### config.mk
export PLATFORM = sky130hd
export DESIGN_NAME = sha256_stream_hasher
export DESIGN_NICKNAME = d
export VERILOG_FILES = /design/src/sv/sha256_pkg.sv /design/src/sv/sha256_dpath.sv /design/src/sv/sha256_ctrl.sv /design/src/sv/sha256_stream_hasher.sv
export SDC_FILE = /design/constraint.sdc
export NUM_CORES = 2
export LEC_CHECK = 0
export ABC_AREA = 1
export BUFFER_PORTS_ARGS = -buffer_cell sky130_fd_sc_hd__buf_2
export CAP_MARGIN = 40
export CORE_AREA = 2 2 716 433
export CTS_CLUSTER_DIAMETER = 40
export DETAILED_ROUTE_END_ITERATION = 8
export DIE_AREA = 0 0 718 435
export PLACE_DENSITY = 0.56
export REMOVE_ABC_BUFFERS = 1
export SLEW_MARGIN = 25
export SYNTH_ARGS = -nofsm -noshare
export SYNTH_HDL_FRONTEND = slang
export SYNTH_SLANG_ARGS = --single-unit
### constraint.sdc
create_clock -name i_clk -period 9.2 [get_ports i_clk]
set_clock_uncertainty 0.1 [all_clocks]
set_input_delay 1.84 -clock i_clk [delete_from_list [all_inputs] [get_ports i_clk]]
set_output_delay 1.84 -clock i_clk [all_outputs]
set_load 0.05 [all_outputs]
### src/sv/sha256_pkg.sv
// ----------------------------------------------------------------------------
// SHA-256 stream hasher package
// Shared word type, round constants, initial hash values and the command and
// status groups that pass between the controller and the datapath.
// ----------------------------------------------------------------------------
package sha256_pkg;

    typedef logic [31:0] t_word;

    localparam int NUM_ROUNDS = 64;
    localparam int NUM_WORDS  = 8;
    localparam int WIN_WORDS  = 16;

    localparam t_word ROUND_K [NUM_ROUNDS] = '{
        32'h428a2f98, 32'h71374491, 32'hb5c0fbcf, 32'he9b5dba5,
        32'h3956c25b, 32'h59f111f1, 32'h923f82a4, 32'hab1c5ed5,
        32'hd807aa98, 32'h12835b01, 32'h243185be, 32'h550c7dc3,
        32'h72be5d74, 32'h80deb1fe, 32'h9bdc06a7, 32'hc19bf174,
        32'he49b69c1, 32'hefbe4786, 32'h0fc19dc6, 32'h240ca1cc,
        32'h2de92c6f, 32'h4a7484aa, 32'h5cb0a9dc, 32'h76f988da,
        32'h983e5152, 32'ha831c66d, 32'hb00327c8, 32'hbf597fc7,
        32'hc6e00bf3, 32'hd5a79147, 32'h06ca6351, 32'h14292967,
        32'h27b70a85, 32'h2e1b2138, 32'h4d2c6dfc, 32'h53380d13,
        32'h650a7354, 32'h766a0abb, 32'h81c2c92e, 32'h92722c85,
        32'ha2bfe8a1, 32'ha81a664b, 32'hc24b8b70, 32'hc76c51a3,
        32'hd192e819, 32'hd6990624, 32'hf40e3585, 32'h106aa070,
        32'h19a4c116, 32'h1e376c08, 32'h2748774c, 32'h34b0bcb5,
        32'h391c0cb3, 32'h4ed8aa4a, 32'h5b9cca4f, 32'h682e6ff3,
        32'h748f82ee, 32'h78a5636f, 32'h84c87814, 32'h8cc70208,
        32'h90befffa, 32'ha4506ceb, 32'hbef9a3f7, 32'hc67178f2
    };

    localparam t_word INIT_HASH [NUM_WORDS] = '{
        32'h6a09e667, 32'hbb67ae85, 32'h3c6ef372, 32'ha54ff53a,
        32'h510e527f, 32'h9b05688c, 32'h1f83d9ab, 32'h5be0cd19
    };

    // Commands from the controller to the datapath.
    typedef struct packed {
        logic       wr_byte;   // store the input byte and count it
        logic       pad;       // place the 0x80 marker and zero the tail
        logic       clr_low;   // zero words 0 to 13 of the block
        logic       put_len;   // place the bit count in words 14 and 15
        logic       load;      // copy the hash into the working variables
        logic       round;     // run one compression round
        logic       add;       // fold the working variables into the hash
        logic       fin;       // fold into the digest and restart the hash
        logic [5:0] rnd;       // round number for the constant table
    } t_cmd;

    // Status from the datapath back to the controller.
    typedef struct packed {
        logic blk_full;    // the next byte completes a block
        logic pad_spill;   // padding at this fill level needs an extra block
        logic out_busy;    // the digest is still being delivered
    } t_status;

endpackage

### src/sv/sha256_dpath.sv
// ----------------------------------------------------------------------------
// SHA-256 datapath
// Block window with the message schedule, the shared round unit, the hash
// registers, the byte count and the digest output register.
// ----------------------------------------------------------------------------
module sha256_dpath (
    input  logic                 i_clk,
    input  logic                 i_rst_n,
    input  sha256_pkg::t_cmd     i_cmd,
    input  logic [7:0]           i_data_byte,
    output sha256_pkg::t_status  o_status,
    input  logic                 i_out_ready,
    output logic                 o_out_valid,
    output sha256_pkg::t_word    o_digest_word,
    output logic [2:0]           o_word_index,
    output logic                 o_final_word
);

    localparam logic [2:0] LAST_WORD = 3'(sha256_pkg::NUM_WORDS - 1);

    function automatic sha256_pkg::t_word f_bsig0(input sha256_pkg::t_word x);
        return {x[1:0], x[31:2]} ^ {x[12:0], x[31:13]} ^ {x[21:0], x[31:22]};
    endfunction

    function automatic sha256_pkg::t_word f_bsig1(input sha256_pkg::t_word x);
        return {x[5:0], x[31:6]} ^ {x[10:0], x[31:11]} ^ {x[24:0], x[31:25]};
    endfunction

    function automatic sha256_pkg::t_word f_ssig0(input sha256_pkg::t_word x);
        return {x[6:0], x[31:7]} ^ {x[17:0], x[31:18]} ^ {3'b000, x[31:3]};
    endfunction

    function automatic sha256_pkg::t_word f_ssig1(input sha256_pkg::t_word x);
        return {x[16:0], x[31:17]} ^ {x[18:0], x[31:19]} ^ {10'd0, x[31:10]};
    endfunction

    sha256_pkg::t_word r_win  [sha256_pkg::WIN_WORDS];
    sha256_pkg::t_word n_win  [sha256_pkg::WIN_WORDS];
    sha256_pkg::t_word r_wk   [sha256_pkg::NUM_WORDS];
    sha256_pkg::t_word n_wk   [sha256_pkg::NUM_WORDS];
    sha256_pkg::t_word r_hash [sha256_pkg::NUM_WORDS];
    sha256_pkg::t_word r_dig  [sha256_pkg::NUM_WORDS];
    logic [60:0]       r_count;
    logic              r_out_valid;
    logic [2:0]        r_out_idx;

    logic [5:0]        pos;
    logic [63:0]       bit_len;
    logic              out_take;
    sha256_pkg::t_word t1;
    sha256_pkg::t_word t2;
    sha256_pkg::t_word w_next;

    assign pos      = r_count[5:0];
    assign bit_len  = {r_count, 3'b000};
    assign out_take = r_out_valid & i_out_ready;

    assign o_status.blk_full  = (pos == 6'd63);
    assign o_status.pad_spill = (pos[5:3] == 3'b111);
    assign o_status.out_busy  = r_out_valid;

    assign o_out_valid   = r_out_valid;
    assign o_digest_word = r_dig[0];
    assign o_word_index  = r_out_idx;
    assign o_final_word  = (r_out_idx == LAST_WORD);

    // One round: a..h live in r_wk[0]..r_wk[7].
    assign t1 = r_wk[7] + f_bsig1(r_wk[4]) + ((r_wk[4] & r_wk[5]) ^ (~r_wk[4] & r_wk[6]))
              + sha256_pkg::ROUND_K[i_cmd.rnd] + r_win[0];
    assign t2 = f_bsig0(r_wk[0])
              + ((r_wk[0] & r_wk[1]) ^ (r_wk[0] & r_wk[2]) ^ (r_wk[1] & r_wk[2]));
    assign w_next = r_win[0] + f_ssig0(r_win[1]) + r_win[9] + f_ssig1(r_win[14]);

    always_comb begin
        logic [5:0] v_idx;
        v_idx = '0;
        n_win = r_win;
        if (i_cmd.round) begin
            for (int i = 0; i < sha256_pkg::WIN_WORDS - 1; i++) begin
                n_win[i] = r_win[i + 1];
            end
            n_win[sha256_pkg::WIN_WORDS - 1] = w_next;
        end
        if (i_cmd.wr_byte) begin
            n_win[pos[5:2]][{~pos[1:0], 3'b000} +: 8] = i_data_byte;
        end
        if (i_cmd.pad) begin
            for (int i = 0; i < sha256_pkg::WIN_WORDS; i++) begin
                for (int j = 0; j < 4; j++) begin
                    v_idx = 6'(i * 4 + j);
                    if (v_idx == pos) begin
                        n_win[i][8 * (3 - j) +: 8] = 8'h80;
                    end else if (v_idx > pos) begin
                        n_win[i][8 * (3 - j) +: 8] = 8'h00;
                    end
                end
            end
        end
        if (i_cmd.clr_low) begin
            for (int i = 0; i < sha256_pkg::WIN_WORDS - 2; i++) begin
                n_win[i] = '0;
            end
        end
        if (i_cmd.put_len) begin
            n_win[sha256_pkg::WIN_WORDS - 2] = bit_len[63:32];
            n_win[sha256_pkg::WIN_WORDS - 1] = bit_len[31:0];
        end
    end

    always_comb begin
        n_wk = r_wk;
        if (i_cmd.load) begin
            n_wk = r_hash;
        end else if (i_cmd.round) begin
            n_wk[0] = t1 + t2;
            n_wk[1] = r_wk[0];
            n_wk[2] = r_wk[1];
            n_wk[3] = r_wk[2];
            n_wk[4] = r_wk[3] + t1;
            n_wk[5] = r_wk[4];
            n_wk[6] = r_wk[5];
            n_wk[7] = r_wk[6];
        end
    end

    // Payload storage without reset.
    always_ff @(posedge i_clk) begin
        r_win <= n_win;
        r_wk  <= n_wk;
        if (i_cmd.fin) begin
            for (int i = 0; i < sha256_pkg::NUM_WORDS; i++) begin
                r_dig[i] <= r_hash[i] + r_wk[i];
            end
        end else if (out_take) begin
            for (int i = 0; i < sha256_pkg::NUM_WORDS - 1; i++) begin
                r_dig[i] <= r_dig[i + 1];
            end
        end
    end

    always_ff @(posedge i_clk) begin
        if (!i_rst_n) begin
            r_hash      <= sha256_pkg::INIT_HASH;
            r_count     <= '0;
            r_out_valid <= 1'b0;
            r_out_idx   <= '0;
        end else begin
            if (i_cmd.fin) begin
                r_hash  <= sha256_pkg::INIT_HASH;
                r_count <= '0;
            end else begin
                if (i_cmd.add) begin
                    for (int i = 0; i < sha256_pkg::NUM_WORDS; i++) begin
                        r_hash[i] <= r_hash[i] + r_wk[i];
                    end
                end
                if (i_cmd.wr_byte) begin
                    r_count <= r_count + 61'd1;
                end
            end
            if (i_cmd.fin) begin
                r_out_valid <= 1'b1;
                r_out_idx   <= '0;
            end else if (out_take) begin
                r_out_idx <= r_out_idx + 3'd1;
                if (r_out_idx == LAST_WORD) begin
                    r_out_valid <= 1'b0;
                end
            end
        end
    end

endmodule

### src/sv/sha256_ctrl.sv
// ----------------------------------------------------------------------------
// SHA-256 controller
// Sequences byte intake, padding, the 64 compression rounds and the hash
// update, and hands the finished digest to the output register.
// ----------------------------------------------------------------------------
module sha256_ctrl (
    input  logic                 i_clk,
    input  logic                 i_rst_n,
    input  logic                 i_accept,
    input  logic                 i_byte_valid,
    input  logic                 i_last,
    input  sha256_pkg::t_status  i_status,
    output logic                 o_ready,
    output sha256_pkg::t_cmd     o_cmd
);

    typedef enum logic [2:0] {
        S_IDLE,
        S_PAD,
        S_LEN,
        S_ROUND,
        S_ADD
    } t_state;

    // What follows the hash update of the block in flight.
    typedef enum logic [1:0] {
        AF_NONE,
        AF_PAD,
        AF_LEN_CLR,
        AF_FINAL
    } t_after;

    localparam logic [5:0] LAST_ROUND = 6'(sha256_pkg::NUM_ROUNDS - 1);

    t_state     r_state, n_state;
    t_after     r_after, n_after;
    logic [5:0] r_rnd, n_rnd;

    assign o_ready = (r_state == S_IDLE);

    always_comb begin
        n_state = r_state;
        n_after = r_after;
        n_rnd   = r_rnd;
        o_cmd   = '0;
        o_cmd.rnd = r_rnd;
        case (r_state)
            S_IDLE: begin
                if (i_accept) begin
                    if (i_byte_valid) begin
                        o_cmd.wr_byte = 1'b1;
                        if (i_status.blk_full) begin
                            o_cmd.load = 1'b1;
                            n_rnd      = '0;
                            n_after    = i_last ? AF_PAD : AF_NONE;
                            n_state    = S_ROUND;
                        end else if (i_last) begin
                            n_state = S_PAD;
                        end
                    end else if (i_last) begin
                        n_state = S_PAD;
                    end
                end
            end
            S_PAD: begin
                o_cmd.pad = 1'b1;
                if (i_status.pad_spill) begin
                    o_cmd.load = 1'b1;
                    n_rnd      = '0;
                    n_after    = AF_LEN_CLR;
                    n_state    = S_ROUND;
                end else begin
                    n_after = AF_NONE;
                    n_state = S_LEN;
                end
            end
            S_LEN: begin
                o_cmd.put_len = 1'b1;
                o_cmd.clr_low = (r_after == AF_LEN_CLR);
                o_cmd.load    = 1'b1;
                n_rnd         = '0;
                n_after       = AF_FINAL;
                n_state       = S_ROUND;
            end
            S_ROUND: begin
                o_cmd.round = 1'b1;
                n_rnd       = r_rnd + 6'd1;
                if (r_rnd == LAST_ROUND) begin
                    n_state = S_ADD;
                end
            end
            S_ADD: begin
                case (r_after)
                    AF_FINAL: begin
                        // Hold until the previous digest has left.
                        if (!i_status.out_busy) begin
                            o_cmd.fin = 1'b1;
                            n_after   = AF_NONE;
                            n_state   = S_IDLE;
                        end
                    end
                    AF_PAD: begin
                        o_cmd.add = 1'b1;
                        n_state   = S_PAD;
                    end
                    AF_LEN_CLR: begin
                        o_cmd.add = 1'b1;
                        n_state   = S_LEN;
                    end
                    default: begin
                        o_cmd.add = 1'b1;
                        n_state   = S_IDLE;
                    end
                endcase
            end
            default: begin
                n_state = S_IDLE;
            end
        endcase
    end

    always_ff @(posedge i_clk) begin
        if (!i_rst_n) begin
            r_state <= S_IDLE;
            r_after <= AF_NONE;
            r_rnd   <= '0;
        end else begin
            r_state <= n_state;
            r_after <= n_after;
            r_rnd   <= n_rnd;
        end
    end

endmodule

### src/sv/sha256_stream_hasher.sv
// ----------------------------------------------------------------------------
// SHA-256 stream hasher
// Hashes a byte stream with SHA-256 and delivers the eight digest words.
// ----------------------------------------------------------------------------
// Usage. The input channel carries one item per byte position: s_axis_tdata
// holds the message byte, s_axis_tuser says whether that byte belongs to the
// message, and s_axis_tlast ends the message. An item with tlast and no byte
// finishes the message as it stands, so an empty message is hashed too.
// An item without a byte and without tlast changes nothing.
// Flow. The input is ready while the controller is idle. The byte that
// completes a 64-byte block starts the shared round unit, and the input
// stays not ready through the 64 rounds and the hash update, so no new byte
// is taken while a block is in flight. After tlast, the block pads the
// message, places the length, runs the 64 rounds of the last block and folds
// the result into the digest register; when the padding spills into an extra
// block or tlast comes with the byte that completes a block, one more block
// of 64 rounds comes first.
// Output. The digest leaves on the master channel as eight items, most
// significant word first; tuser gives the word index and tlast marks the
// eighth word. The digest sits in its own register, so the next message is
// taken while the receiver stalls; only its own final hash update waits
// until the previous digest has been fully taken.
// Reset. A synchronous low reset restores the initial hash values, clears
// the byte count and drops any digest that was still waiting.
// ----------------------------------------------------------------------------
module sha256_stream_hasher (
    input  logic        i_clk,
    input  logic        i_rst_n,
    input  logic        s_axis_tvalid,
    output logic        s_axis_tready,
    input  logic [7:0]  s_axis_tdata,    // [7:0] data_byte
    input  logic        s_axis_tuser,    // [0] byte_valid
    input  logic        s_axis_tlast,    // end_of_message
    output logic        m_axis_tvalid,
    input  logic        m_axis_tready,
    output logic [31:0] m_axis_tdata,    // [31:0] digest_word
    output logic [2:0]  m_axis_tuser,    // [2:0] word_index
    output logic        m_axis_tlast     // final_word
);

    sha256_pkg::t_cmd    cmd;
    sha256_pkg::t_status status;
    logic                in_accept;

    assign in_accept = s_axis_tvalid & s_axis_tready;

    sha256_ctrl u_ctrl (
        .i_clk        (i_clk),
        .i_rst_n      (i_rst_n),
        .i_accept     (in_accept),
        .i_byte_valid (s_axis_tuser),
        .i_last       (s_axis_tlast),
        .i_status     (status),
        .o_ready      (s_axis_tready),
        .o_cmd        (cmd)
    );

    sha256_dpath u_dpath (
        .i_clk         (i_clk),
        .i_rst_n       (i_rst_n),
        .i_cmd         (cmd),
        .i_data_byte   (s_axis_tdata),
        .o_status      (status),
        .i_out_ready   (m_axis_tready),
        .o_out_valid   (m_axis_tvalid),
        .o_digest_word (m_axis_tdata),
        .o_word_index  (m_axis_tuser),
        .o_final_word  (m_axis_tlast)
    );

endmodule

# Yosys cells after proc, flatten, opt, wreduce, memory -nomap -nowiden

Memory sizes are Yosys's and may differ from the RTL's.
Index checks and enable logic that the tools add are counted.

Reduce and logical (&&, ||, !) cells: 13
Order comparisons: 67
Bitwise logic cells: 30
Eq/ne operators: 82
Multiplexer cells: 191
Shift-type cells: 2
Add/sub/neg operators: 22

Operators with widths:

| kind                   | number |
|---|---|
| $mux 512               | 3 |
| $mux 8                 | 128 |
| $add 32x32->32         | 18 |
| $bwmux 512             | 1 |
| $mux 256               | 2 |
| $mux 32                | 10 |
| $xor 32x32->32         | 9 |
| $eq 6x6->1 const A     | 32 |
| $gt 6x6->1 const A     | 32 |
| $and 32x32->32         | 5 |
| $demux 32 s4           | 1 |
| $eq 5x6->1 const A     | 16 |
| $gt 5x6->1 const A     | 16 |
| $mux 64                | 1 |
| $add 61x1->61 const B  | 1 |
| $eq 4x6->1 const A     | 8 |
| $gt 4x6->1 const A     | 8 |
| $not 32->32            | 1 |
| $shift 8x7->32 const A | 1 |
| $shiftx 8x7->32        | 1 |
| $xor 32x22->32         | 1 |
| $xor 32x29->32         | 1 |
| $eq 3x6->1 const A     | 4 |
| $gt 3x6->1 const A     | 4 |
| 44 further kinds       | 103 |

Memories: 2
Output and inout bits: 38
Register bits after elaboration: 1100
ROM bits: 2048
Bits of input ports: 14
Word-level logic and storage cells: 448
Memory bits (writable): 256

Memories:

| name             | words | width | rd ports | clocked after memory_dff | wr ports | RTL line           | text |
|---|---|---|---|---|---|---|---|
| (name not given) | 64    | 32    | 1        | 0                        | 0        | sha256_dpath.sv:69 | `+ sha256_pkg::ROUND_K[i_cmd.rnd] + r_win[0];` |
| u_dpath.r_dig    | 8     | 32    | 8        | 0                        | 8        | sha256_dpath.sv:42 | `sha256_pkg::t_word r_dig [sha256_pkg::NUM_WORDS];` |

# Logic depth before layout (Yosys ltp)

Depth in word-level cells: 12
Mapped depth: 47
Depth with buffers taken out: 46

# Cells and area by module

A second synthesis with hierarchy kept.

Cells, all modules: 12784
Area, all modules: 91611.6 um^2

Modules (own cells, without submodules):

| module               | area an instance (um^2) | sequential area each (um^2) | cells an instance | times used |
|---|---|---|---|---|
| sha256_dpath         | 90823.4                 | 32050.7                     | 12652             | 1 |
| sha256_ctrl          | 780.7                   | 220.2                       | 130               | 1 |
| sha256_stream_hasher | 7.5                     | 0.0                         | 2                 | 1 |

# Least setup slack after synthesis

Ideal clock, no wire load.

Path type: input port to flip-flop
From: input port s_axis_tvalid
To: register u_dpath.r_wk[0] (netlist bit) (enable)
Slack: 860 ps
Data required time: 8492 ps
Buffers on the path: 0
Arrival: 7632 ps
Setup time: 608 ps
Cell stages on the path: 8
Path through: nand2_1 nor2_4 nand2_4 nor2_8 inv_1 nand2_2 nor2_2 inv_1

Cells in the longest elaborated chain, start to end: 4

RTL lines:

| item                               | RTL line                   | text |
|---|---|---|
| start: declaration                 | sha256_stream_hasher.sv:29 | `input logic s_axis_tvalid,` |
| $and 1x1->1                        | sha256_stream_hasher.sv:45 | `assign in_accept = s_axis_tvalid & s_axis_tready;` |
| $mux 1                             | sha256_ctrl.sv:49          | `if (i_accept) begin` |
| $pmux 1 s3                         | sha256_ctrl.sv:47          | `case (r_state)` |
| $reduce_bool 2->1 (no source line) | n/a                        |  |
| end signal: assignment             | sha256_dpath.sv:129        | `r_wk <= n_wk;` |
| end: declaration                   | sha256_dpath.sv:39         | `sha256_pkg::t_word r_wk [sha256_pkg::NUM_WORDS];` |

No other way between the ends.
A chain may end at the register's enable or synchronous reset.

==> metrics.md <==
| Metric | Value |
|---|---|
| Share of the core filled with cells | `0.3367` |
| Number of remaining DRC errors | `6` |
| Hold-fix buffers, CTS | `0` |
| WS Path Type | `register to register` |
| Post-detailed-route count of antenna-violating nets | `0` |
| Most frequent standard cell in the layout excluding fill and tap cells | `sky130_fd_sc_hd__nand2_1` |
| Count of different cell masters after synthesis | `67` |
| Sequential-to-total area share from yosys stat | `0.3536` |
| Footprint of the multi-input gates | `51080 sq um` |
| Main synth FF type | `sky130_fd_sc_hd__dfxtp_1` |
| Hold Path Depth | `2` |
| Final hold vios | `0` |
| Layout-stage area growth over the synthesis result | `13.13%` |
| Clock tree root driver cell | `sky130_fd_sc_hd__clkbuf_16` |
| Total routed wirelength | `439000 um` |
| Number of warnings reported in the yosys synthesis log | `0` |
| Via count of the first global-routing pass | `80840` |
| CTS tree | `yes` |
| Highest-count cells in the layout ignoring fill and taps | `sky130_fd_sc_hd__nand2_1, sky130_fd_sc_hd__inv_1, sky130_fd_sc_hd__nor2_1` |
| Initial core utilization | `0.2976` |
| Drt wl/cell | `26.26 um` |
| Total die area | `312300 sq um` |
| Buffer count from post-CTS setup fixing | `0` |
| Share of the cycle needed by the critical path after routing | `0.9347` |
| Clk pin slew, worst setup/hold paths | `70 ps` |
| Crit. End Element | `register` |
| I/O pin cnt | `52` |
| Result of the run | `complete, but fails checks` |
| Cells resized by post-CTS repair | `0` |
| Pin count of the biggest net entering global routing | `155` |
| Slowest library cell on the worst path | `sky130_fd_sc_hd__fa_1` |
| Violations in the final reports | `DRC` |
| Setup repair after global routing missed its margin | `false` |
| Filler cells | `32800` |
| H-tree Lvls | `4` |
| Global-route wire length before repair | `612900 um` |
| Die Wd | `718 um` |
| Total negative slack | `0 ps` |
| Total clock buffers created by CTS | `184` |
| Final Slew Violations | `0` |
| Data arrival time of the worst path | `9130 ps` |
| Worst R2R Path Depth | `35` |
| Number of nets at the end of the flow | `13100` |
| Std cell rows | `158` |
| Number of antenna violations at the first check in global routing | `17` |
| Startpoint Class | `register` |
| PortBufs | `51` |
| Fraction of final layout cells with drive strength greater than 1 | `0.06672` |
| Stage delay of the slowest cell on the critical path | `550 ps` |
| Number of sinks driven by the clock tree | `1356` |
| Seq. cell area | `32270 sq um` |
| Maximum count of clock buffers along a single path | `4` |
| Relative slew slack | `0.2045` |
| Number of maximum-capacitance constraint violations | `0` |
| Final Critical Period | `8599 ps` |
| Weighted congestion at the end of routability-driven global placement | `1.029` |
| Drt via density | `5.471` |
| Class of the worst hold path | `register to register` |
| DP Wirelength | `345100 um` |
| Slew of the pin with the lowest slew margin | `1193 ps` |
| Netlist area before placement | `91260 sq um` |
| Max Fanout on Critical Path | `9` |
| Avg Cell Area, Syn | `7.292 sq um` |
| Total number of vias | `91470` |
| GRT Util Overall | `0.2690` |
| Maximum clock frequency | `116.3 MHz` |
| Post-synthesis instance total | `12520` |
| Violation count after the first detailed-route iteration | `14020` |
| Final setup fails | `0` |
| Placeable core area | `306600 sq um` |
| Asr flop ratio synth | `0` |
| Clock network latency to the later pin of the worst-skew pair | `900 ps` |
| Required time worst endpoint | `9730 ps` |
| EDFF count, synth | `512` |
| Pre-Repair DR Iteration Count | `9` |
| Overflow left after global routing | `0` |
| Yosys reg bits | `1356` |
| Vertical die dimension | `435 um` |
-- per-layer routing --
| metal | share of wire | track usage |
|---|---|---|
| met2 | 0.32 | 0.2953 |
| met1 | 0.49 | 0.4434 |
| met3 | 0.17 | 0.1264 |
| met4 | 0.018 | 0.04524 |
| met5 | 0.00024 | 0 |
-- final cells by class --
cell class	instances	area share
clock buffer	215	0.04719
clock inverter	115	0.01305
antenna	2	0.00004848
tap	4080	0.04945
timing repair buffer	372	0.02891
multi-input combinational	9105	0.4948
sequential	1356	0.3126
inverter	1472	0.05393
-- registers in the layout (all words and copies together) (netlist names) --
name and cells:
u_ctrl.r_after 2, u_ctrl.r_rnd 6, u_ctrl.r_state 3, u_dpath.o_out_valid 1, u_dpath.o_word_index 3, u_dpath.r_count 61, u_dpath.r_dig 256, u_dpath.r_hash 256
u_dpath.r_win 512, u_dpath.r_wk 256
-- worst max-delay path, delay by kind of cell (launching register included) --
kind	cells	cell delay [ps]
and+or+nand+nor	10	1730
AOI/OAI and AO/OA	10	2040
buffers and inverters	7	720
DFF	1	510
adders and majority gates	7	2740
xor gates and xnor gates	1	550
-- kinds of logic after synthesis --
logic type / Yosys count / synth area share
AND/OR/NAND/NOR: 5222 / 0.2337
adder cells (fa/ha/maj): 599 / 0.09801
buffers and inverters: 2054 / 0.08763
flip-flops: 1356 / 0.3536
XOR/XNOR: 465 / 0.04463
AO/OA/AOI/OAI: 2816 / 0.1821
multiplexers: 3 / 0.0003291
-- through the flow --
step / worst slack, ps / hold WS (ps) / instance area [sq um] / std cells
global route: 45.04 / 367.7 / 103200 / 16720
floorplan: -25490 / 356.3 / 88790 / 11930
CTS: 824.8 / 343.8 / 103000 / 16700
global placement: 824.2 / 369.9 / 96530 / 16340
finish: 600.8 / 340.5 / 103200 / 16720
detailed placement: 763.3 / 371.2 / 96810 / 16370
-- Yosys cell counts (37+ instances only) --
cell type / count / area share
sky130_fd_sc_hd__xor2_1: 256 / 0.025
sky130_fd_sc_hd__nor2_1: 1085 / 0.045
sky130_fd_sc_hd__ha_1: 398 / 0.055
sky130_fd_sc_hd__dfxtp_1: 844 / 0.19
sky130_fd_sc_hd__o21ai_0: 952 / 0.052
sky130_fd_sc_hd__fa_1: 195 / 0.043
sky130_fd_sc_hd__a21boi_0: 41 / 0.0034
sky130_fd_sc_hd__buf_2: 121 / 0.0066
sky130_fd_sc_hd__clkbuf_1: 388 / 0.016
sky130_fd_sc_hd__nor3_1: 101 / 0.0055
sky130_fd_sc_hd__a211oi_1: 213 / 0.018
sky130_fd_sc_hd__o21bai_1: 60 / 0.0049
sky130_fd_sc_hd__a21o_1: 56 / 0.0046
sky130_fd_sc_hd__a21oi_1: 858 / 0.047
sky130_fd_sc_hd__nand4_1: 95 / 0.0065
sky130_fd_sc_hd__a311oi_1: 114 / 0.011
sky130_fd_sc_hd__inv_1: 1436 / 0.059
sky130_fd_sc_hd__nand3_1: 563 / 0.031
sky130_fd_sc_hd__edfxtp_1: 512 / 0.17
sky130_fd_sc_hd__a31oi_1: 161 / 0.011
sky130_fd_sc_hd__xnor2_1: 209 / 0.020
sky130_fd_sc_hd__o211ai_1: 172 / 0.014
sky130_fd_sc_hd__buf_1: 37 / 0.0015
sky130_fd_sc_hd__or2_2: 65 / 0.0045
sky130_fd_sc_hd__nand2_1: 3186 / 0.13
-- final timing paths --
kind | end | start | slack (ps)
max | u_dpath.r_wk[249] | u_ctrl.r_rnd[1] | 600
min | u_dpath.r_win[196] | u_dpath.r_win[164] | 340
max reg2reg | u_dpath.r_wk[249] | u_ctrl.r_rnd[1] | 600
min reg2reg | u_dpath.r_win[196] | u_dpath.r_win[164] | 340
Power is not shown: default switching activity piles up to over one toggle a cycle in this logic, so the estimate is an artifact.
